[src/rtl/cfr_pkg.sv]
package cfr_pkg;

    localparam int FRAMES  = 64;
    localparam int FRAME_W = $clog2(FRAMES);
    localparam int HAND_W  = FRAME_W + 1;
    localparam int CFG_W   = 7;
    localparam int STEP_W  = CFG_W + 1;

    typedef enum logic [2:0] {
        MODE_INSTALL = 3'd0,
        MODE_TOUCH   = 3'd1,
        MODE_UNPIN   = 3'd2,
        MODE_FREE    = 3'd3,
        MODE_EVICT   = 3'd4
    } t_mode;

    typedef enum logic [1:0] {
        ST_DONE      = 2'd0,
        ST_NO_VICTIM = 2'd1,
        ST_BAD_FRAME = 2'd2
    } t_status;

    typedef enum logic [2:0] {
        WK_INSTALL = 3'd0,
        WK_TOUCH   = 3'd1,
        WK_UNPIN   = 3'd2,
        WK_CLR_ACC = 3'd3,
        WK_CLEAR   = 3'd4
    } t_wr_kind;

    typedef enum logic [2:0] {
        S_IDLE,
        S_DISPATCH,
        S_UPDATE,
        S_WALK_RD,
        S_WALK_EVAL
    } t_state;

    typedef struct packed {
        logic file;
        logic dirty;
        logic acc;
        logic pin;
        logic occ;
    } t_marks;

    typedef struct packed {
        logic     load;
        logic     clr_steps;
        logic     wrap_hand;
        logic     rd_en;
        logic     rd_sel_hand;
        logic     wr_en;
        logic     wr_sel_hand;
        t_wr_kind wr_kind;
        logic     step;
        logic     res_en;
        t_status  res_status;
        logic     res_victim;
    } t_cmd;

    typedef struct packed {
        t_mode  mode;
        logic   bad_frame;
        logic   small_n;
        logic   walk_over;
        logic   out_free;
        t_marks marks;
    } t_sts;

endpackage

[src/rtl/clock_frame_replacement.sv]
// Channel   Handshake                      Payload
// in        i_in_valid / o_in_stall        i_mode, i_frame, i_file_backed, i_is_write
// out       o_out_valid / i_out_stall      o_status, o_victim_frame, o_swap_writeback
// cfg       i_cfg_valid / o_cfg_ready      i_cfg_frames_in_use
//
// One item is in work at a time. Install, free, out-of-range and unknown items get their
// result in dispatch; touch and unpin also pass an update state, as they read the mark memory.
// An evict handles each hand position with a memory read, then a decision, and visits at
// most 2*min(frames_in_use, 64)+2 positions.
// Reset clears all marks at once through per-frame valid bits and puts the hand on frame one.
// A stalled result stays in the output register; a new item is taken once it is leaving.
module clock_frame_replacement (
    input  logic                        i_clk,
    input  logic                        i_rst_n,
    input  logic                        i_in_valid,
    output logic                        o_in_stall,
    input  logic [2:0]                  i_mode,
    input  logic [cfr_pkg::FRAME_W-1:0] i_frame,
    input  logic                        i_file_backed,
    input  logic                        i_is_write,
    output logic                        o_out_valid,
    input  logic                        i_out_stall,
    output logic [1:0]                  o_status,
    output logic [cfr_pkg::FRAME_W-1:0] o_victim_frame,
    output logic                        o_swap_writeback,
    input  logic                        i_cfg_valid,
    output logic                        o_cfg_ready,
    input  logic [cfr_pkg::CFG_W-1:0]   i_cfg_frames_in_use
);

    cfr_pkg::t_cmd cmd;
    cfr_pkg::t_sts sts;

    assign o_cfg_ready = 1'b1;

    cfr_ctrl u_ctrl (
        .i_clk      (i_clk),
        .i_rst_n    (i_rst_n),
        .i_in_valid (i_in_valid),
        .o_in_stall (o_in_stall),
        .i_sts      (sts),
        .o_cmd      (cmd)
    );

    cfr_datapath u_datapath (
        .i_clk               (i_clk),
        .i_rst_n             (i_rst_n),
        .i_cmd               (cmd),
        .o_sts               (sts),
        .i_mode              (i_mode),
        .i_frame             (i_frame),
        .i_file_backed       (i_file_backed),
        .i_is_write          (i_is_write),
        .i_cfg_valid         (i_cfg_valid),
        .i_cfg_frames_in_use (i_cfg_frames_in_use),
        .i_out_stall         (i_out_stall),
        .o_out_valid         (o_out_valid),
        .o_status            (o_status),
        .o_victim_frame      (o_victim_frame),
        .o_swap_writeback    (o_swap_writeback)
    );

endmodule

[src/rtl/cfr_ctrl.sv]
module cfr_ctrl (
    input  logic          i_clk,
    input  logic          i_rst_n,
    input  logic          i_in_valid,
    output logic          o_in_stall,
    input  cfr_pkg::t_sts i_sts,
    output cfr_pkg::t_cmd o_cmd
);

    cfr_pkg::t_state r_state;
    cfr_pkg::t_state n_state;

    always_ff @(posedge i_clk) begin
        if (!i_rst_n) begin
            r_state <= cfr_pkg::S_IDLE;
        end else begin
            r_state <= n_state;
        end
    end

    always_comb begin
        n_state = r_state;
        unique case (r_state)
            cfr_pkg::S_IDLE: begin
                if (i_in_valid && i_sts.out_free) begin
                    n_state = cfr_pkg::S_DISPATCH;
                end
            end
            cfr_pkg::S_DISPATCH: begin
                if (i_sts.mode == cfr_pkg::MODE_EVICT) begin
                    n_state = cfr_pkg::S_WALK_RD;
                end else if (!i_sts.bad_frame &&
                             (i_sts.mode == cfr_pkg::MODE_TOUCH ||
                              i_sts.mode == cfr_pkg::MODE_UNPIN)) begin
                    n_state = cfr_pkg::S_UPDATE;
                end else begin
                    n_state = cfr_pkg::S_IDLE;
                end
            end
            cfr_pkg::S_UPDATE: begin
                n_state = cfr_pkg::S_IDLE;
            end
            cfr_pkg::S_WALK_RD: begin
                if (i_sts.walk_over || i_sts.small_n) begin
                    n_state = cfr_pkg::S_IDLE;
                end else begin
                    n_state = cfr_pkg::S_WALK_EVAL;
                end
            end
            cfr_pkg::S_WALK_EVAL: begin
                if (!i_sts.marks.occ || i_sts.marks.pin || i_sts.marks.acc) begin
                    n_state = cfr_pkg::S_WALK_RD;
                end else begin
                    n_state = cfr_pkg::S_IDLE;
                end
            end
            default: begin
                n_state = cfr_pkg::S_IDLE;
            end
        endcase
    end

    always_comb begin
        o_cmd      = '0;
        o_in_stall = 1'b1;
        unique case (r_state)
            cfr_pkg::S_IDLE: begin
                o_in_stall = !i_sts.out_free;
                o_cmd.load = i_in_valid && i_sts.out_free;
            end
            cfr_pkg::S_DISPATCH: begin
                if (i_sts.mode == cfr_pkg::MODE_EVICT) begin
                    o_cmd.clr_steps = 1'b1;
                end else if (i_sts.mode != cfr_pkg::MODE_INSTALL &&
                             i_sts.mode != cfr_pkg::MODE_TOUCH &&
                             i_sts.mode != cfr_pkg::MODE_UNPIN &&
                             i_sts.mode != cfr_pkg::MODE_FREE) begin
                    o_cmd.res_en     = 1'b1;
                    o_cmd.res_status = cfr_pkg::ST_DONE;
                end else if (i_sts.bad_frame) begin
                    o_cmd.res_en     = 1'b1;
                    o_cmd.res_status = cfr_pkg::ST_BAD_FRAME;
                end else if (i_sts.mode == cfr_pkg::MODE_INSTALL) begin
                    o_cmd.wr_en      = 1'b1;
                    o_cmd.wr_kind    = cfr_pkg::WK_INSTALL;
                    o_cmd.res_en     = 1'b1;
                    o_cmd.res_status = cfr_pkg::ST_DONE;
                end else if (i_sts.mode == cfr_pkg::MODE_FREE) begin
                    o_cmd.wr_en      = 1'b1;
                    o_cmd.wr_kind    = cfr_pkg::WK_CLEAR;
                    o_cmd.res_en     = 1'b1;
                    o_cmd.res_status = cfr_pkg::ST_DONE;
                end else begin
                    o_cmd.rd_en = 1'b1;
                end
            end
            cfr_pkg::S_UPDATE: begin
                o_cmd.wr_en      = i_sts.marks.occ;
                o_cmd.wr_kind    = (i_sts.mode == cfr_pkg::MODE_TOUCH) ?
                                   cfr_pkg::WK_TOUCH : cfr_pkg::WK_UNPIN;
                o_cmd.res_en     = 1'b1;
                o_cmd.res_status = cfr_pkg::ST_DONE;
            end
            cfr_pkg::S_WALK_RD: begin
                if (i_sts.walk_over) begin
                    o_cmd.res_en     = 1'b1;
                    o_cmd.res_status = cfr_pkg::ST_NO_VICTIM;
                end else begin
                    o_cmd.wrap_hand = 1'b1;
                    if (i_sts.small_n) begin
                        o_cmd.res_en     = 1'b1;
                        o_cmd.res_status = cfr_pkg::ST_NO_VICTIM;
                    end else begin
                        o_cmd.rd_en       = 1'b1;
                        o_cmd.rd_sel_hand = 1'b1;
                    end
                end
            end
            cfr_pkg::S_WALK_EVAL: begin
                o_cmd.wr_sel_hand = 1'b1;
                if (!i_sts.marks.occ || i_sts.marks.pin) begin
                    o_cmd.step = 1'b1;
                end else if (i_sts.marks.acc) begin
                    o_cmd.wr_en   = 1'b1;
                    o_cmd.wr_kind = cfr_pkg::WK_CLR_ACC;
                    o_cmd.step    = 1'b1;
                end else begin
                    o_cmd.wr_en      = 1'b1;
                    o_cmd.wr_kind    = cfr_pkg::WK_CLEAR;
                    o_cmd.res_en     = 1'b1;
                    o_cmd.res_status = cfr_pkg::ST_DONE;
                    o_cmd.res_victim = 1'b1;
                end
            end
            default: begin
                o_in_stall = 1'b1;
            end
        endcase
    end

endmodule

[src/rtl/cfr_datapath.sv]
module cfr_datapath (
    input  logic                        i_clk,
    input  logic                        i_rst_n,
    input  cfr_pkg::t_cmd               i_cmd,
    output cfr_pkg::t_sts               o_sts,
    input  logic [2:0]                  i_mode,
    input  logic [cfr_pkg::FRAME_W-1:0] i_frame,
    input  logic                        i_file_backed,
    input  logic                        i_is_write,
    input  logic                        i_cfg_valid,
    input  logic [cfr_pkg::CFG_W-1:0]   i_cfg_frames_in_use,
    input  logic                        i_out_stall,
    output logic                        o_out_valid,
    output logic [1:0]                  o_status,
    output logic [cfr_pkg::FRAME_W-1:0] o_victim_frame,
    output logic                        o_swap_writeback
);

    cfr_pkg::t_mode                r_mode;
    logic [cfr_pkg::FRAME_W-1:0]   r_frame;
    logic                          r_fb;
    logic                          r_wr;
    logic [cfr_pkg::CFG_W-1:0]     r_cfg;
    logic [cfr_pkg::HAND_W-1:0]    r_hand;
    logic [cfr_pkg::STEP_W-1:0]    r_steps;
    logic [cfr_pkg::FRAMES-1:0]    r_valid;
    cfr_pkg::t_marks               r_mem [cfr_pkg::FRAMES];
    cfr_pkg::t_marks               r_rd_data;
    logic                          r_rd_valid;
    logic                          r_out_valid;
    cfr_pkg::t_status              r_out_status;
    logic [cfr_pkg::FRAME_W-1:0]   r_out_victim;
    logic                          r_out_swap;

    logic [cfr_pkg::CFG_W-1:0]     eff;
    logic [cfr_pkg::HAND_W-1:0]    hand_eff;
    logic [cfr_pkg::STEP_W-1:0]    step_limit;
    logic [cfr_pkg::FRAME_W-1:0]   rd_addr;
    logic [cfr_pkg::FRAME_W-1:0]   wr_addr;
    cfr_pkg::t_marks               rd_marks;
    cfr_pkg::t_marks               wr_data;

    assign eff = (r_cfg < cfr_pkg::CFG_W'(cfr_pkg::FRAMES)) ?
                 r_cfg : cfr_pkg::CFG_W'(cfr_pkg::FRAMES);
    assign hand_eff = (r_hand >= cfr_pkg::HAND_W'(eff)) ?
                      cfr_pkg::HAND_W'(1) : r_hand;
    assign step_limit = {eff, 1'b0} + cfr_pkg::STEP_W'(2);
    assign rd_addr = i_cmd.rd_sel_hand ? hand_eff[cfr_pkg::FRAME_W-1:0] : r_frame;
    assign wr_addr = i_cmd.wr_sel_hand ? r_hand[cfr_pkg::FRAME_W-1:0] : r_frame;
    assign rd_marks = r_rd_valid ? r_rd_data : '0;

    always_comb begin
        wr_data = rd_marks;
        unique case (i_cmd.wr_kind)
            cfr_pkg::WK_INSTALL: begin
                wr_data      = '0;
                wr_data.occ  = 1'b1;
                wr_data.pin  = 1'b1;
                wr_data.file = r_fb;
            end
            cfr_pkg::WK_TOUCH: begin
                wr_data.acc   = 1'b1;
                wr_data.dirty = rd_marks.dirty | r_wr;
            end
            cfr_pkg::WK_UNPIN: begin
                wr_data.pin = 1'b0;
            end
            cfr_pkg::WK_CLR_ACC: begin
                wr_data.acc = 1'b0;
            end
            default: begin
                wr_data = '0;
            end
        endcase
    end

    always_comb begin
        o_sts           = '0;
        o_sts.mode      = r_mode;
        o_sts.bad_frame = (r_frame == '0) ||
                          (cfr_pkg::CFG_W'(r_frame) >= eff);
        o_sts.small_n   = eff < cfr_pkg::CFG_W'(2);
        o_sts.walk_over = r_steps >= step_limit;
        o_sts.out_free  = !r_out_valid || !i_out_stall;
        o_sts.marks     = rd_marks;
    end

    always_ff @(posedge i_clk) begin
        if (i_cmd.load) begin
            r_mode  <= cfr_pkg::t_mode'(i_mode);
            r_frame <= i_frame;
            r_fb    <= i_file_backed;
            r_wr    <= i_is_write;
        end
        if (i_cmd.rd_en) begin
            r_rd_data  <= r_mem[rd_addr];
            r_rd_valid <= r_valid[rd_addr];
        end
        if (i_cmd.wr_en) begin
            r_mem[wr_addr] <= wr_data;
        end
        if (i_cmd.res_en) begin
            r_out_status <= i_cmd.res_status;
            r_out_victim <= i_cmd.res_victim ? r_hand[cfr_pkg::FRAME_W-1:0] : '0;
            r_out_swap   <= i_cmd.res_victim && (!rd_marks.file || rd_marks.dirty);
        end
    end

    always_ff @(posedge i_clk) begin
        if (!i_rst_n) begin
            r_cfg       <= cfr_pkg::CFG_W'(cfr_pkg::FRAMES);
            r_hand      <= cfr_pkg::HAND_W'(1);
            r_steps     <= '0;
            r_valid     <= '0;
            r_out_valid <= 1'b0;
        end else begin
            if (i_cfg_valid) begin
                r_cfg <= i_cfg_frames_in_use;
            end
            if (i_cmd.clr_steps) begin
                r_steps <= '0;
            end else if (i_cmd.step) begin
                r_steps <= r_steps + cfr_pkg::STEP_W'(1);
            end
            if (i_cmd.step) begin
                r_hand <= r_hand + cfr_pkg::HAND_W'(1);
            end else if (i_cmd.wrap_hand) begin
                r_hand <= hand_eff;
            end
            if (i_cmd.wr_en) begin
                r_valid[wr_addr] <= (i_cmd.wr_kind != cfr_pkg::WK_CLEAR);
            end
            if (i_cmd.res_en) begin
                r_out_valid <= 1'b1;
            end else if (!i_out_stall) begin
                r_out_valid <= 1'b0;
            end
        end
    end

    assign o_out_valid      = r_out_valid;
    assign o_status         = r_out_status;
    assign o_victim_frame   = r_out_victim;
    assign o_swap_writeback = r_out_swap;

endmodule
[config.mk]
export PLATFORM = sky130hd
export DESIGN_NAME = clock_frame_replacement
export DESIGN_NICKNAME = d
export VERILOG_FILES = /design/src/rtl/cfr_pkg.sv /design/src/rtl/clock_frame_replacement.sv /design/src/rtl/cfr_ctrl.sv /design/src/rtl/cfr_datapath.sv
export SDC_FILE = /design/constraint.sdc
export NUM_CORES = 1
export LEC_CHECK = 0
export ABC_AREA = 1
export BUFFER_PORTS_ARGS = -buffer_cell sky130_fd_sc_hd__buf_2
export CAP_MARGIN = 20
export CORE_ASPECT_RATIO = 0.5
export CORE_MARGIN = 1.5
export CORE_UTILIZATION = 55
export DETAILED_ROUTE_END_ITERATION = 8
export GPL_TIMING_DRIVEN = 0
export PLACE_DENSITY = 0.71
export SYNTH_ARGS = -nofsm -noshare
export SYNTH_HDL_FRONTEND = slang
export SYNTH_SLANG_ARGS = --single-unit
[constraint.sdc]
create_clock -name i_clk -period 6.04 [get_ports i_clk]
set_input_delay 0.302 -clock i_clk [delete_from_list [all_inputs] [get_ports i_clk]]
set_output_delay 0.302 -clock i_clk [all_outputs]
set_load 0.03 [all_outputs]
# Word level (Yosys, flattened, before mapping)
# Memory sizes are Yosys's and may differ from the RTL's. A register that Yosys moved wholly into a read port is not among the register bits.
# Index checks and enable logic that the tools add are counted.
# op_classes
reduce_logical	32
bitwise	2
order_cmp	8
muxes	71
add_sub_neg	3
eq_ne	17
# op_table
operator	count
$bwmux W64	1
$mux W3	17
$mux W1	28
$mux W7	4
$pmux W3 S4	2
$eq A3 B2 Y1 const B	6
$lt A6 B7 Y1 const B	2
$mux W6	2
$pmux W1 S2	6
$eq A3 B1 Y1 const B	3
$logic_not A3 Y1	3
$pmux W3 S3	1
$add A8 B1 Y8 const B	1
$add A8 B2 Y8 const B	1
$ge A8 B8 Y1	1
$mux W2	4
$mux W4	2
$add A7 B1 Y7 const B	1
$ge A6 B7 Y1	1
$ge A7 B7 Y1	1
$logic_and A1 B1 Y1	7
$logic_or A1 B1 Y1	7
$lt A7 B2 Y1 const B	1
$lt A7 B7 Y1 const B	1
19 further kinds	30
# totals
reg_bits	111
ramBits	320
memories	1
wordCells	149
out_inout_bits	12
# mem_list
name	words	word_bits	rd	rd_clocked_by_memory_dff	wr	line	rtl
u_datapath.r_mem	64	5	1	1	1	cfr_datapath.sv:27	cfr_pkg::t_marks r_mem [cfr_pkg::FRAMES];

# Depth between registers and ports, before layout
# Gate-level depths: netlist of run 1.
# depth
depth_word	11
mapped_depth	26

# Cells and area by module
# Synthesis of run 1 repeated with hierarchy kept, for this count alone.
# unflattened
hier_cells	2117
hier_area_um2	20274.4
# modules_own_cells
module	area_each_um2	n_inst	cells_each
cfr_datapath	19897.8	1	2043
cfr_ctrl	365.4	1	72
clock_frame_replacement	11.3	1	2

# Least setup slack after synthesis of run 1
# No wires, ideal clock.
# synth_timing
path_kind	reg2reg
startpoint	register u_ctrl.r_state[2]
endpoint	memory u_datapath.r_mem[0][4] in the netlist's numbering, data pin
period_less_slack_ns	4.383
path_slack_ns	1.657
stages_incl_launch_ff	8
arrival_ns	3.682
setup_time_ns	0.702
cell_sequence	dfxtp_1 inv_2 nor2_1 inv_2 buf_2 nor2_1 nor2_1 o21ai_0
# synth_rtl
element	line	rtl
from (decl)	cfr_ctrl.sv:10	cfr_pkg::t_state r_state;
from (signal assigned)	cfr_ctrl.sv:15	r_state <= cfr_pkg::S_IDLE;
from (signal assigned)	cfr_ctrl.sv:17	r_state <= n_state;
to (decl)	cfr_datapath.sv:27	

# Final worst setup path of run 1
# layout_timing
startpoint	register u_datapath.r_cfg[6] in the netlist's numbering
endpoint	register u_datapath.r_rd_data[1] (netlist name)
# layout_via
elab_chain_cells	8
elab_cells_between_ends	17
# layout_lines
element	line	rtl
from (decl)	cfr_datapath.sv:23	logic [cfr_pkg::CFG_W-1:0] r_cfg;
from (signal assigned)	cfr_datapath.sv:111	r_cfg <= cfr_pkg::CFG_W'(cfr_pkg::FRAMES);
from (signal assigned)	cfr_datapath.sv:118	r_cfg <= i_cfg_frames_in_use;
$lt A7 B7 Y1	cfr_datapath.sv:43	assign eff = (r_cfg < cfr_pkg::CFG_W'(cfr_pkg::FRAMES)) ?
$mux W7 *	cfr_datapath.sv:43	
parallel branches: the longest is 6 deep, another holds $add A8 B2 Y8	n/a	
# Every way passes the cells marked *. The select of a mux whose other input is x is not followed.
# A chain may end at the register's enable or synchronous reset.

==> results of run 1 <==
-- kinds of logic after synthesis --
kind of cell | after synthesis | share of synthesized area [%]
xor gates and xnor gates | 10 | 0.432
buffers and inverters | 515 | 9.92
other | 1 | 0.0185
DFF | 436 | 60.2
AOI/OAI and AO/OA | 202 | 5.40
adders and majority gates | 23 | 1.42
and+or+nand+nor | 1027 | 22.6
-- critical path, cell delays in order, from the launching register on --
cell,delay (ns)
sky130_fd_sc_hd__dfxtp_1,0.29
sky130_fd_sc_hd__buf_2,0.16
sky130_fd_sc_hd__inv_1,0.16
sky130_fd_sc_hd__nand2_1,0.17
sky130_fd_sc_hd__inv_1,0.09
sky130_fd_sc_hd__ha_1,0.13
sky130_fd_sc_hd__inv_1,0.06
sky130_fd_sc_hd__nor3_1,0.28
sky130_fd_sc_hd__a31oi_1,0.16
sky130_fd_sc_hd__ha_1,0.32
sky130_fd_sc_hd__nand2_1,0.07
sky130_fd_sc_hd__nor2_1,0.20
sky130_fd_sc_hd__nand2_1,0.13
sky130_fd_sc_hd__nand3_2,0.11
sky130_fd_sc_hd__nor2_4,0.07
sky130_fd_sc_hd__o21ai_1,0.85
sky130_fd_sc_hd__inv_1,0.49
sky130_fd_sc_hd__clkbuf_1,0.55
sky130_fd_sc_hd__nand3_1,0.25
sky130_fd_sc_hd__nand3_1,0.26
sky130_fd_sc_hd__nand3_1,0.19
sky130_fd_sc_hd__nand2_1,0.12
-- how the worst max path moves through the flow --
stage                                                   end                        startpoint  depth (start not counted)
after floorplan            u_datapath.r_mem[0][4]$_DFFE_PP_    u_ctrl.r_state[2]$_SDFFE_PN0P_                          7
after global placement    u_datapath.r_mem[13][1]$_DFFE_PP_    u_ctrl.r_state[2]$_SDFFE_PN0P_                          7
after detailed placement  u_datapath.r_rd_data[1]$_DFFE_PP_  u_datapath.r_cfg[6]$_SDFFE_PN1P_                         21
after CTS                 u_datapath.r_rd_data[1]$_DFFE_PP_  u_datapath.r_cfg[6]$_SDFFE_PN1P_                         21
after global routing      u_datapath.r_rd_data[1]$_DFFE_PP_  u_datapath.r_cfg[6]$_SDFFE_PN1P_                         22
final                     u_datapath.r_rd_data[1]$_DFFE_PP_  u_datapath.r_cfg[6]$_SDFFE_PN1P_                         21
-- per-layer routing --
| metal | GRT usage (%) | wire [um] | vias to the layer above | share of wire, % |
|---|---|---|---|---|
| met5 | 0 | 0 | - | 0 |
| met4 | 10.4 | 1960 | 0 | 3.1 |
| met3 | 12.6 | 10100 | 177 | 16 |
| met2 | 48.0 | 26500 | 1138 | 42 |
| met1 | 47.2 | 25100 | 7750 | 39 |
| li1 | - | - | 7468 | - |
-- per-stage QoR --
stage / setup WS, ns / hold slack [ns] / instance area [um2]
after floorplan: 1.66 / 0.401 / 20300
after global placement: -2.82 / 0.438 / 21000
after detailed placement: 0.995 / 0.454 / 21200
after CTS: 0.992 / 0.0333 / 22700
after global routing: 0.561 / 0.0667 / 22700
final: 0.674 / 0.0352 / 22700
-- flip-flops by register name, indices dropped and copies added (netlist names), 2 cells and up --
register and flops:
u_ctrl.r_state 3, u_datapath.o_status 2, u_datapath.o_victim_frame 6, u_datapath.r_cfg 7
u_datapath.r_frame 6, u_datapath.r_hand 7, u_datapath.r_mem 320, u_datapath.r_mode 3
u_datapath.r_rd_data 5, u_datapath.r_steps 8, u_datapath.r_valid 64
-- final cells by class --
class | count | area [um2] | share of cell area [%]
Tap cell | 484 | 606 | 2.67
Sequential cell | 436 | 12200 | 53.8
Buffer | 101 | 457 | 2.02
Clock inverter | 19 | 124 | 0.547
Multi-Input combinational cell | 1263 | 6100 | 26.9
Clock buffer | 55 | 1130 | 4.99
Antenna cell | 1 | 2.50 | 0.0110
Timing Repair Buffer | 58 | 489 | 2.16
Inverter | 414 | 1550 | 6.86
-- cell usage after synthesis, types with 2 or more instances --
| master | count |
|---|---|
| sky130_fd_sc_hd__nand3_2 | 2 |
| sky130_fd_sc_hd__dfxtp_1 | 90 |
| sky130_fd_sc_hd__o21ai_2 | 2 |
| sky130_fd_sc_hd__nand4_2 | 3 |
| sky130_fd_sc_hd__o21ai_0 | 75 |
| sky130_fd_sc_hd__o21ai_1 | 4 |
| sky130_fd_sc_hd__nor2_1 | 125 |
| sky130_fd_sc_hd__nor3_1 | 20 |
| sky130_fd_sc_hd__inv_1 | 403 |
| sky130_fd_sc_hd__nand3b_1 | 25 |
| sky130_fd_sc_hd__nand2_2 | 2 |
| sky130_fd_sc_hd__edfxtp_1 | 346 |
| sky130_fd_sc_hd__xnor2_1 | 2 |
| sky130_fd_sc_hd__a21oi_1 | 94 |
| sky130_fd_sc_hd__a31oi_1 | 2 |
| sky130_fd_sc_hd__clkbuf_1 | 44 |
| sky130_fd_sc_hd__nand3_1 | 418 |
| sky130_fd_sc_hd__buf_1 | 5 |
| sky130_fd_sc_hd__nor3_2 | 2 |
| sky130_fd_sc_hd__buf_2 | 47 |
| sky130_fd_sc_hd__inv_2 | 10 |
| sky130_fd_sc_hd__ha_1 | 23 |
| sky130_fd_sc_hd__nand4_1 | 5 |
| sky130_fd_sc_hd__a221oi_1 | 2 |
| sky130_fd_sc_hd__buf_4 | 5 |
| sky130_fd_sc_hd__nor3b_1 | 2 |
| sky130_fd_sc_hd__nand2_1 | 419 |
| sky130_fd_sc_hd__a21oi_2 | 3 |
| sky130_fd_sc_hd__o21a_1 | 15 |
| sky130_fd_sc_hd__xor2_1 | 8 |
-- report_power, final --
group,leakage [nW],switching (mW),internal (mW)
clock network,0.616,1.15,1.36
registers,3.71,0.0156,3.27
logic,5.24,0.642,0.213
total,9.56,1.81,4.84
-- what timing repair did --
item / in CTS / in global routing
hold buffers: 15 / 0
endpoints found under the setup margin: 0 / 0
resized for setup: 0 / 0
hold endpoints to repair: 14 / 0
==> impl_results.md, run 1 <==
- Syn_area_per_cell: just over 9 um2
- Num rows: 49
- Leading register cell type out of synthesis: sky130_fd_sc_hd__edfxtp_1
- Initial antenna violation count: 1
- Share of synthesized registers carrying an async set or reset: 0%
- CP Data Required Time: 6.34 ns
- Synth warn: 0
- Total congestion overflow after global routing: 0
- Largest area contributor in the synthesized netlist: sky130_fd_sc_hd__edfxtp_1
- Full die area: roughly 38000 um2
- Pleak: 9.56 nW
- First-pass GRT wire length: 93400 um
- Worst slew margin relative to its limit: 25.3%
- Number of synthesized flops with an enable pin: between 300 and 400
- Detailed Routing Iterations Pass 1: 8
- Clock tree root buffer cell: sky130_fd_sc_hd__clkbuf_16
- Transition time of the tightest slew-check pin: around 1.1 ns
- Pin count of the biggest net entering global routing: 54
- Hold path cells: 3
- Layout fillers: 3009
- Number of remaining DRC errors: 0
- Ports placed on the boundary: 35
- Die span in x: 274 um
- Via density per instance: 5.84
- Reg-to-reg endpoint: u_datapath.r_rd_data[1]$_DFFE_PP_
- Min-Delay Endpoint: u_datapath.r_cfg[3]$_SDFFE_PN0P_
- Library cells used by synthesis: 41
- Global placement routability congestion: 0.992
- Start-to-end type of the worst setup path: register to register
- Number of cells in the design after placement: 2741
- Synthesized netlist net count: 2260
- Fmax achieved: 0.186 GHz
- CTS tree: done
- Final hold viol count: 0
- Fraction of the yosys area taken by sequential cells: 60.2%
- Leading cell types by total area after synthesis: sky130_fd_sc_hd__edfxtp_1, sky130_fd_sc_hd__nand3_1, sky130_fd_sc_hd__dfxtp_1
- Number of pins exceeding their max-slew limit in the final report: 0
- Count of non-filler cells in the finished layout: 2831
- Share of final-layout standard cells stronger than drive strength 1: approximately 8%
- Power per standard cell area: 294 nW/um2
- Post-DRT Antenna Nets: 0
- Crit path capture type: register
- Tcrit/Tclk final: between 80% and 90%
- Via count of the routed design: 16500
- First-iteration detailed-routing DRC count: 2526
- Clock latency at the later pin of the worst-skew pair: ~0.57 ns
- Die extent in y: approximately 140 um
- Synth top area share: 51.3%
- Post-DR wirelength/cell: ~22 um
- Via count of the first global-routing pass: 15200
- Cell count after synthesis: 2214
- Worst Min Path Start: i_cfg_frames_in_use[3]
- Setup repair after global routing missed its margin: false
- Final Critical Period: about 5.4 ns
- Initial core utilization: 56.1%
- Final setup vio count: 0
- Maximum buffer depth of the clock tree: 3
- Syn-to-layout area delta: 11.8%
- Critical R2R Launch: u_datapath.r_cfg[6]$_SDFFE_PN1P_
- Accumulated negative setup slack: 0 ns
- Detailed Place HPWL: roughly 43000 um
- Max Cap Viol: 0
- Total clock buffers created by CTS: 40
- Number of sinks handled by clock tree synthesis: 436
- Net count, final: 2360
- Clock Skews: approximately 0.027 ns
- Overall power after layout: 6.65 mW
- Count of input and output buffers: 33
- Most frequent cells in the layout: sky130_fd_sc_hd__nand3_1, sky130_fd_sc_hd__nand2_1, sky130_fd_sc_hd__inv_1
- R2R Setup Slk: 0.67 ns
- H-tree lvl count: 2
- Total detailed-routing wirelength: 63600 um
- Number of cells on the worst reg-to-reg path: 21
- Gr usage total: 33.5%
- Max IR drop VDD: 247 uV
- Register bit total from synthesis: 436
- Worst min-delay path category: input pin to register
- Nature of the critical path startpoint: register
- Critical Path Fanout Max: 10
- Core region area: 36100 um2
- Worst-path clk slew: approximately 0.07 ns
- Setup Buffers After CTS: 0
- Status: finished clean
- Critical path arrival: 5.66 ns
- Post-synthesis cell area: 20300 um2
- Post-Route Utilization: between 60% and 70%
(Power assumes the default switching activity.)
==> inputs of run 2 (changes only) <==
--- a/config.mk
+++ b/config.mk
@@ -7,11 +7,12 @@
 export LEC_CHECK = 0
-export ABC_AREA = 1
 export BUFFER_PORTS_ARGS = -buffer_cell sky130_fd_sc_hd__buf_2
 export CAP_MARGIN = 20
+export CELL_PAD_IN_SITES_DETAIL_PLACEMENT = 1
+export CELL_PAD_IN_SITES_GLOBAL_PLACEMENT = 1
 export CORE_ASPECT_RATIO = 0.5
 export CORE_MARGIN = 1.5
-export CORE_UTILIZATION = 55
+export CORE_UTILIZATION = 52
 export DETAILED_ROUTE_END_ITERATION = 8
 export GPL_TIMING_DRIVEN = 0
-export PLACE_DENSITY = 0.71
+export PLACE_DENSITY_LB_ADDON = 0.1
 export SYNTH_ARGS = -nofsm -noshare
--- a/constraint.sdc
+++ b/constraint.sdc
@@ -3,2 +3,2 @@
 set_output_delay 0.302 -clock i_clk [all_outputs]
-set_load 0.03 [all_outputs]
+set_load 0.1 [all_outputs]
==> run 2 against run 1 <==
Net effect: core utilization is 2.3 points lower; cell count is 29% lower; setup slack worse by 0.48 ns; via count is 23% lower; combinational power is 26% lower; sequential share of layout area is 4.1 points higher; first-iteration DRC count is 45% lower; synthesized area is 8.4% lower; critical path depth is 1 lower; register-to-register slack worse by 0.48 ns; highest routed layer unchanged.
==> impl_results.md, run 2 <==
- Status: finished clean
- Count of input and output buffers: 31 (-6.1%)
- Maximum buffer depth of the clock tree: 3 (unchanged)
- Cell count after synthesis: 1403 (-37%)
- Share of synthesized registers carrying an async set or reset: 0% (unchanged)
- R2R Setup Slk: 0.19 ns (-0.48 ns)
- Switch Pwr: 1.62 mW (-10%)
- Number of pins exceeding their max-slew limit in the final report: 0 (unchanged)
- Initial core utilization: 53.3% (-2.8 points)
- Library cells used by synthesis: 63 (+54%)
- Transition time of the tightest slew-check pin: 1.15 ns (+0.0323 ns)
- Number of cells on the worst reg-to-reg path: 20 (-4.8%)
- Start-to-end type of the worst setup path: register to register
- Nature of the critical path startpoint: register
- Post-DR wirelength/cell: 28.1 um (+25%)
- Final setup vio count: 0 (unchanged)
- Number of remaining DRC errors: 0 (unchanged)
- Die extent in y: 137 um (-1.5%)
- Total clock buffers created by CTS: 40 (unchanged)
- Via density per instance: 6.30 (+7.9%)
- Most frequent cells in the layout: sky130_fd_sc_hd__edfxtp_1, sky130_fd_sc_hd__nand2_1, sky130_fd_sc_hd__mux2i_1
- Internal power summed over all cells: 4.93 mW (+1.8%)
- Clock latency at the later pin of the worst-skew pair: 0.55 ns (-0.02 ns)
- Pleak: 7.14 nW (-25%)
- First-iteration detailed-routing DRC count: 1382 (-45%)
- Fraction of the yosys area taken by sequential cells: 65.7% (+5.5 points)
- Core region area: 34800 um2 (-3.5%)
- Critical path arrival: 6.11 ns (+0.45 ns)
- Synthesized netlist net count: 1449 (-36%)
- Critical Path Fanout Max: 10 (unchanged)
- Total congestion overflow after global routing: 0 (unchanged)
- Net count, final: 1548 (-34%)
- Most instantiated cells after synthesis: sky130_fd_sc_hd__edfxtp_1, sky130_fd_sc_hd__nand2_1, sky130_fd_sc_hd__mux2i_1, sky130_fd_sc_hd__dfxtp_1, sky130_fd_sc_hd__nor3_1
- Register bit total from synthesis: 436 (unchanged)
- Number of sinks handled by clock tree synthesis: 436 (unchanged)
- First-pass GRT wire length: 82500 um (-12%)
- Most common cell after layout, fill and taps aside: sky130_fd_sc_hd__edfxtp_1
- Reg-to-reg endpoint: u_datapath.r_rd_data[4]$_DFFE_PP_
- Final hold viol count: 0 (unchanged)
- Post-DRT Antenna Nets: 0 (unchanged)
- Global placement routability congestion: 1.02 (+2.9%)
- Leading cell types by total area after synthesis: sky130_fd_sc_hd__edfxtp_1, sky130_fd_sc_hd__dfxtp_1, sky130_fd_sc_hd__mux2i_1
- Detailed Place HPWL: 39000 um (-9.0%)
- Relative contribution of sequential cells to total power: 50.0% (+0.6 points)
- Tcrit/Tclk final: 96.8% (+7.9 points)
- Ports placed on the boundary: 35 (unchanged)
- Count of non-filler cells in the finished layout: 2008 (-29%)
- Clock power frac: 40.4% (+2.6 points)
- Total detailed-routing wirelength: 56400 um (-11%)
- Via count of the first global-routing pass: 13000 (-14%)
- CTS tree: done
- Overall power after layout: 6.55 mW (-1.5%)
- Syn_area_per_cell: 13.2 um2 (+45%)
- Layout fillers: 3411 (+13%)
- Max Cap Viol: 0 (unchanged)
- Worst min-delay path category: input pin to register
- H-tree lvl count: 2 (unchanged)
- Critical R2R Launch: u_datapath.r_cfg[6]$_SDFFE_PN1P_
- CP Data Required Time: 6.30 ns (-0.04 ns)
- Accumulated negative setup slack: 0 ns (unchanged)
- Gr usage total: 30.8% (-2.7 points)
- Registers with the most flip-flops: u_datapath.r_mem: 320 flops, u_datapath.r_valid: 64 flops, u_datapath.r_steps: 8 flops
- Max IR drop VDD: 208 uV (-16%)
- Crit path capture type: register
- Num rows: 48 (-2.0%)
- Power per standard cell area: 311 nW/um2 (+6.0%)
- Syn-to-layout area delta: 13.4%
- Detailed Routing Iterations Pass 1: 8 (unchanged)
- Number of cells in the design after placement: 1916 (-30%)
- Leading register cell type out of synthesis: sky130_fd_sc_hd__edfxtp_1
- Die span in x: 270 um (-1.6%)
- Synth warn: 0 (unchanged)
- Synth top area share: 56.0% (+4.7 points)
- Pin count of the biggest net entering global routing: 45 (-17%)
- Full die area: 36900 um2 (-3.1%)
- Initial antenna violation count: 1 (unchanged)
- Via count of the routed design: 12700 (-23%)
- Switching share of total power: 24.8% (-2.5 points)
- Post-synthesis cell area: 18600 um2 (-8.4%)
- Cell with the most instances after synthesis: sky130_fd_sc_hd__edfxtp_1
- Number of synthesized flops with an enable pin: 346 (unchanged)
- Largest area contributor in the synthesized netlist: sky130_fd_sc_hd__edfxtp_1
- Worst slew margin relative to its limit: 23.0% (-2.2 points)
- Share of final-layout standard cells stronger than drive strength 1: 12.9% (+5.1 points)
- Number of flip-flops under the largest register name: 320 (unchanged)
- Hold path cells: 3 (unchanged)
- Fmax achieved: 0.171 GHz (-8.2%)
- Clock Skews: 0.0184 ns (-0.00858 ns)
- Clock tree root buffer cell: sky130_fd_sc_hd__clkbuf_16
- Setup Buffers After CTS: 0 (unchanged)
- Worst-path clk slew: 0.08 ns (about the same)
- Min-Delay Endpoint: u_datapath.r_cfg[2]$_SDFFE_PN0P_
- Biggest register: u_datapath.r_mem
- Worst Min Path Start: i_cfg_frames_in_use[2]
- Relative contribution of combinational cells to total power: 9.6% (-3.3 points)
- Final Critical Period: 5.85 ns (+0.480 ns)
run 2: cell type report:
cell class | count | area [um2] | share of cell area [%]
Antenna cell | 1 | 2.50 | 0.0119
Buffer | 89 | 433 | 2.06
Clock buffer | 53 | 1100 | 5.24
Clock inverter | 19 | 216 | 1.03
Inverter | 11 | 45.0 | 0.214
Multi-Input combinational cell | 867 | 5990 | 28.5
Sequential cell | 436 | 12200 | 57.9
Tap cell | 475 | 594 | 2.82
Timing Repair Buffer | 57 | 468 | 2.22
run 2: per-stage QoR:
step                      setup slack (ns)  utilization [%]  cell area, um2  hold WS (ns)
after floorplan                       1.79                -           18600         0.401
after global placement               -1.33             55.4           19300         0.439
after detailed placement             0.126             56.0           19500         0.447
after CTS                           0.0495             60.1           20900       0.00153
after global routing              -0.00306             60.4           21000        0.0254
final                                0.194             60.4           21000        0.0131
run 2: how the worst max path moves through the flow:
stage          slack, ns                             start                                end  cells after the start
4_1_cts             0.05  u_datapath.r_cfg[6]$_SDFFE_PN1P_  u_datapath.r_rd_data[1]$_DFFE_PP_                     20
2_1_floorplan       1.79  u_datapath.r_cfg[6]$_SDFFE_PN1P_  u_datapath.r_rd_data[0]$_DFFE_PP_                     20
3_5_place_dp        0.13  u_datapath.r_cfg[6]$_SDFFE_PN1P_  u_datapath.r_rd_data[1]$_DFFE_PP_                     20
3_3_place_gp       -1.33  u_datapath.r_cfg[6]$_SDFFE_PN1P_  u_datapath.r_mem[20][1]$_DFFE_PP_                     12
5_1_grt           -0.003  u_datapath.r_cfg[6]$_SDFFE_PN1P_  u_datapath.r_rd_data[4]$_DFFE_PP_                     20
6_report            0.19  u_datapath.r_cfg[6]$_SDFFE_PN1P_  u_datapath.r_rd_data[4]$_DFFE_PP_                     20
run 2: cell families (layout without fill, tap and decap cells):
| family | Yosys count | count (layout) | share of synthesized area (%) |
|---|---|---|---|
| fa+ha+maj | 23 | 23 | 1.55 |
| mux | 202 | 202 | 11.3 |
| flops | 436 | 436 | 65.7 |
| buf+inv | 100 | 229 | 2.54 |
| compound gates | 233 | 233 | 8.77 |
| xor+xnor | 13 | 13 | 0.614 |
| other cells | 1 | 2 | 0.0202 |
| simple gates | 395 | 395 | 9.50 |
run 2: power by group through the flow:
stage	registers, mW	clock network (mW)	logic [mW]
2_1_floorplan	3.38	0	0.318
3_3_place_gp	3.35	0	0.558
3_5_place_dp	3.34	0	0.592
4_1_cts	3.27	2.65	0.605
5_1_grt	3.28	2.75	0.652
6_report	3.27	2.65	0.630
run 2: critical path, stage by stage (launching register included):
cell                         delay (ns)
sky130_fd_sc_hd__dfxtp_1           0.47
sky130_fd_sc_hd__clkinvlp_4        0.26
sky130_fd_sc_hd__nand2_1           0.20
sky130_fd_sc_hd__inv_1             0.06
sky130_fd_sc_hd__ha_1              0.23
sky130_fd_sc_hd__nand3_1           0.12
sky130_fd_sc_hd__xnor2_1           0.13
sky130_fd_sc_hd__nand2_1           0.09
sky130_fd_sc_hd__ha_1              0.27
sky130_fd_sc_hd__and3_1            0.18
sky130_fd_sc_hd__a221o_1           0.37
sky130_fd_sc_hd__nor3_1            0.19
sky130_fd_sc_hd__nand2_1           0.38
sky130_fd_sc_hd__nand3b_1          0.27
sky130_fd_sc_hd__o31a_1            0.16
sky130_fd_sc_hd__buf_2             0.24
sky130_fd_sc_hd__buf_2             0.37
sky130_fd_sc_hd__clkbuf_2          0.37
sky130_fd_sc_hd__o22ai_1           0.20
sky130_fd_sc_hd__a2111oi_0         0.73
sky130_fd_sc_hd__o41ai_2           0.25
run 2: layer usage:
metal / GRT usage, % / part of all wire [%] / up-vias
met5: 0 / 0 / -
met4: 7.15 / 1.7 / 0
met3: 10.3 / 10 / 81
met2: 48.7 / 45 / 520
met1: 41.4 / 43 / 6512
li1: - / - / 5542
run 2: timing repair:
item | in CTS | in global routing
resized for setup | 0 | 13
setup endpoints to repair | 0 | 6
endpoints found under the hold margin | 13 | 0
hold buffers | 13 | 0
==> inputs of run 3 (changes only) <==
Settings changed: PLACE_DENSITY set to 0.77, PLACE_DENSITY_LB_ADDON 0.1 to unset.
==> run 3 against run 2 <==
Net effect: sequential share of layout area fell by 0.10 points; global-route usage rose by 0.97 points; largest cell class unchanged; design area rose by 0.17%; routed wire length rose by 2.2%; critical path type unchanged.
==> impl_results.md, run 3 (synthesis results as in run 2) <==
- Layout fillers: 3394 (-0.50%)
- Ports placed on the boundary: 35 (unchanged)
- Detailed Place HPWL: 39500 um (+1.1%)
- Count of non-filler cells in the finished layout: 2004 (-0.20%)
- Num rows: 48 (unchanged)
- Placed cell area: 19500 um2 (-0.16%)
- Total detailed-routing wirelength: 57700 um (+2.2%)
- Internal power summed over all cells: 5.03 mW (+2.0%)
- Global placement routability congestion: 0.908 (-11%)
- Number of cells in the design after placement: 1914 (-0.10%)
- Start-to-end type of the worst setup path: register to register
- Most frequent cells in the layout: sky130_fd_sc_hd__edfxtp_1, sky130_fd_sc_hd__nand2_1, sky130_fd_sc_hd__mux2i_1
- Total congestion overflow after global routing: 0 (unchanged)
- Number of pins exceeding their max-slew limit in the final report: 0 (unchanged)
- Via density per instance: 6.44 (+2.2%)
- Worst-path clk slew: 0.07 ns (about the same)
- Most common cell after layout, fill and taps aside: sky130_fd_sc_hd__edfxtp_1
- Fmax achieved: 0.174 GHz (+1.5%)
- Share of final-layout standard cells stronger than drive strength 1: 13.3% (+0.42 points)
- H-tree lvl count: 2 (unchanged)
- Syn-to-layout area delta: 13.6%
- Post-DR wirelength/cell: 28.8 um (+2.4%)
- Biggest register: u_datapath.r_mem
- Setup Buffers After CTS: 0 (unchanged)
- Max IR drop VDD: 206 uV (-1.3%)
- Number of sinks handled by clock tree synthesis: 436 (unchanged)
- Worst slew margin relative to its limit: 23.1% (+0.034 points)
- Detailed Routing Iterations Pass 1: 6 (-2)
- Via count of the routed design: 12900 (+2.0%)
- Longest individual stage delay on the worst path: 0.67 ns (-0.06 ns)
- Post-route design area: 21100 um2 (+0.17%)
- Max Cap Viol: 0 (unchanged)
- Clock Skews: 0.0267 ns (+0.00824 ns)
- Die span in x: 270 um (unchanged)
- Final hold viol count: 0 (unchanged)
- Relative contribution of sequential cells to total power: 49.2% (-0.8 points)
- Clock power frac: 41.4% (+1.0 points)
- Switch Pwr: 1.62 mW (about the same)
- Pin count of the biggest net entering global routing: 65 (+44%)
- Worst min-delay path category: input pin to register
- Pleak: 7.17 nW (+0.48%)
- Tcrit/Tclk final: 95.4% (-1.4 points)
- Total clock buffers created by CTS: 39 (-2.5%)
- Post-DRT Antenna Nets: 0 (unchanged)
- Status: finished clean
- CP Data Required Time: 6.28 ns (-0.02 ns)
- Die extent in y: 137 um (unchanged)
- Relative contribution of combinational cells to total power: 9.4% (-0.2 points)
- Count of antenna diodes in the layout: 0 (-1)
- Clock latency at the later pin of the worst-skew pair: 0.57 ns (+0.02 ns)
- First-pass GRT wire length: 85800 um (+4.0%)
- Setup repair after global routing missed its margin: false
- CTS tree: done
- Final setup vio count: 0 (unchanged)
- Transition time of the tightest slew-check pin: 1.15 ns (-0.000514 ns)
- Full die area: 36900 um2 (unchanged)
- Critical path arrival: 6.00 ns (-0.11 ns)
- Gr usage total: 31.8% (+0.97 points)
- Critical path buffer and inverter count: 5 (unchanged)
- Core region area: 34800 um2 (unchanged)
- Critical Path Fanout Max: 10 (unchanged)
- Slowest stage cell, crit path: sky130_fd_sc_hd__o41ai_1
- Via count of the first global-routing pass: 13400 (+3.2%)
- Worst-path cell chain: clkinv_1 -> nand2_1 -> inv_1 -> ha_1 -> nand3_1 -> xnor2_1 -> nand2_1 -> ha_1 -> and3_1 -> a221o_1 -> nor3_1 -> and2_1 -> buf_6 -> buf_2 -> nor2_1 -> a31oi_1 -> clkbuf_1 -> or4_1 -> o21ai_1 -> o41ai_1
- Initial antenna violation count: 0 (-1)
- CP top delay family: compound AO/OA/AOI/OAI gates
- First-iteration detailed-routing DRC count: 1575 (+14%)
- Maximum buffer depth of the clock tree: 3 (unchanged)
- Number of flip-flops under the largest register name: 320 (unchanged)
- Overall power after layout: 6.65 mW (+1.5%)
- Clock tree root buffer cell: sky130_fd_sc_hd__clkbuf_16
- Net count, final: 1546 (-0.13%)
- Switching share of total power: 24.4% (-0.38 points)
- Initial core utilization: 53.3% (unchanged)
- Count of input and output buffers: 31 (unchanged)
- Minimum setup slack after placement: 0.0631 ns (-0.0626 ns)
- Registers with the most flip-flops: u_datapath.r_mem: 320 flops, u_datapath.r_valid: 64 flops, u_datapath.r_steps: 8 flops
- Final Critical Period: 5.76 ns (-0.0846 ns)
- Number of remaining DRC errors: 0 (unchanged)
- Crit path setup slack, layout: 0.279 ns (+0.0846 ns)
- Nature of the critical path startpoint: register
- Power per standard cell area: 315 nW/um2 (+1.3%)
- Crit path capture type: register
-- run 3: power by group through the flow --
stage / Combinational (mW) / Clock (mW) / Sequential [mW]
6_report: 0.625 / 2.75 / 3.27
4_1_cts: 0.602 / 2.75 / 3.27
5_1_grt: 0.647 / 2.84 / 3.28
2_1_floorplan: 0.318 / 0 / 3.38
3_3_place_gp: 0.555 / 0 / 3.35
3_5_place_dp: 0.587 / 0 / 3.34
-- run 3: per-stage QoR --
stage | utilization (%) | TNS (ns) | hold WS (ns)
floorplan | - | 0 | 0.401
global placement | 55.4 | -198.60 | 0.439
detailed placement | 55.9 | 0 | 0.450
CTS | 60.3 | 0 | 0.000223
global route | 60.5 | 0 | 0.0279
finish | 60.5 | 0 | 0.00731
-- run 3: worst paths after layout --
check	from	end	slack [ns]	depth (start not counted)
setup / recovery	u_datapath.r_cfg[6]$_SDFFE_PN1P_	u_datapath.r_rd_data[3]$_DFFE_PP_	0.28	20
setup reg to reg	u_datapath.r_cfg[6]$_SDFFE_PN1P_	u_datapath.r_rd_data[3]$_DFFE_PP_	0.28	20
hold / removal	i_cfg_frames_in_use[1]	u_datapath.r_cfg[1]$_SDFFE_PN0P_	0.007	3
hold reg to reg	u_datapath.r_valid[16]$_SDFFE_PN0P_	u_datapath.r_valid[16]$_SDFFE_PN0P_	0.46	2
-- run 3: repair_timing --
action | CTS | global route
hold endpoints to repair | 14 | 0
gates resized for setup | 0 | 12
setup endpoints to repair | 0 | 6
hold buffers | 14 | 0
-- run 3: final cells by class --
class | count | area (um2) | area share (%)
Buffer | 89 | 434 | 2.06
Clock buffer | 49 | 1110 | 5.25
Clock inverter | 21 | 290 | 1.38
Inverter | 11 | 41.3 | 0.196
Multi-Input combinational cell | 867 | 5980 | 28.4
Sequential cell | 436 | 12200 | 57.8
Tap cell | 475 | 594 | 2.82
Timing Repair Buffer | 56 | 438 | 2.08
-- run 3: worst reg2reg max path, stage by stage, from the launching register on --
cell,delay (ns)
sky130_fd_sc_hd__dfxtp_1,0.42
sky130_fd_sc_hd__clkinv_1,0.29
sky130_fd_sc_hd__nand2_1,0.22
sky130_fd_sc_hd__inv_1,0.06
sky130_fd_sc_hd__ha_1,0.23
sky130_fd_sc_hd__nand3_1,0.11
sky130_fd_sc_hd__xnor2_1,0.12
sky130_fd_sc_hd__nand2_1,0.08
sky130_fd_sc_hd__ha_1,0.28
sky130_fd_sc_hd__and3_1,0.18
sky130_fd_sc_hd__a221o_1,0.37
sky130_fd_sc_hd__nor3_1,0.19
sky130_fd_sc_hd__and2_1,0.19
sky130_fd_sc_hd__buf_6,0.15
sky130_fd_sc_hd__buf_2,0.23
sky130_fd_sc_hd__nor2_1,0.06
sky130_fd_sc_hd__a31oi_1,0.41
sky130_fd_sc_hd__clkbuf_1,0.65
sky130_fd_sc_hd__or4_1,0.34
sky130_fd_sc_hd__o21ai_1,0.18
sky130_fd_sc_hd__o41ai_1,0.67
-- run 3: per-layer routing --
metal	vias up	track usage, %	wire, um
li1	5533	-	-
met5	-	0	0
met1	6565	43.9	23800
met3	101	7.33	6290
met2	710	50.7	26200
met4	0	9.05	1380
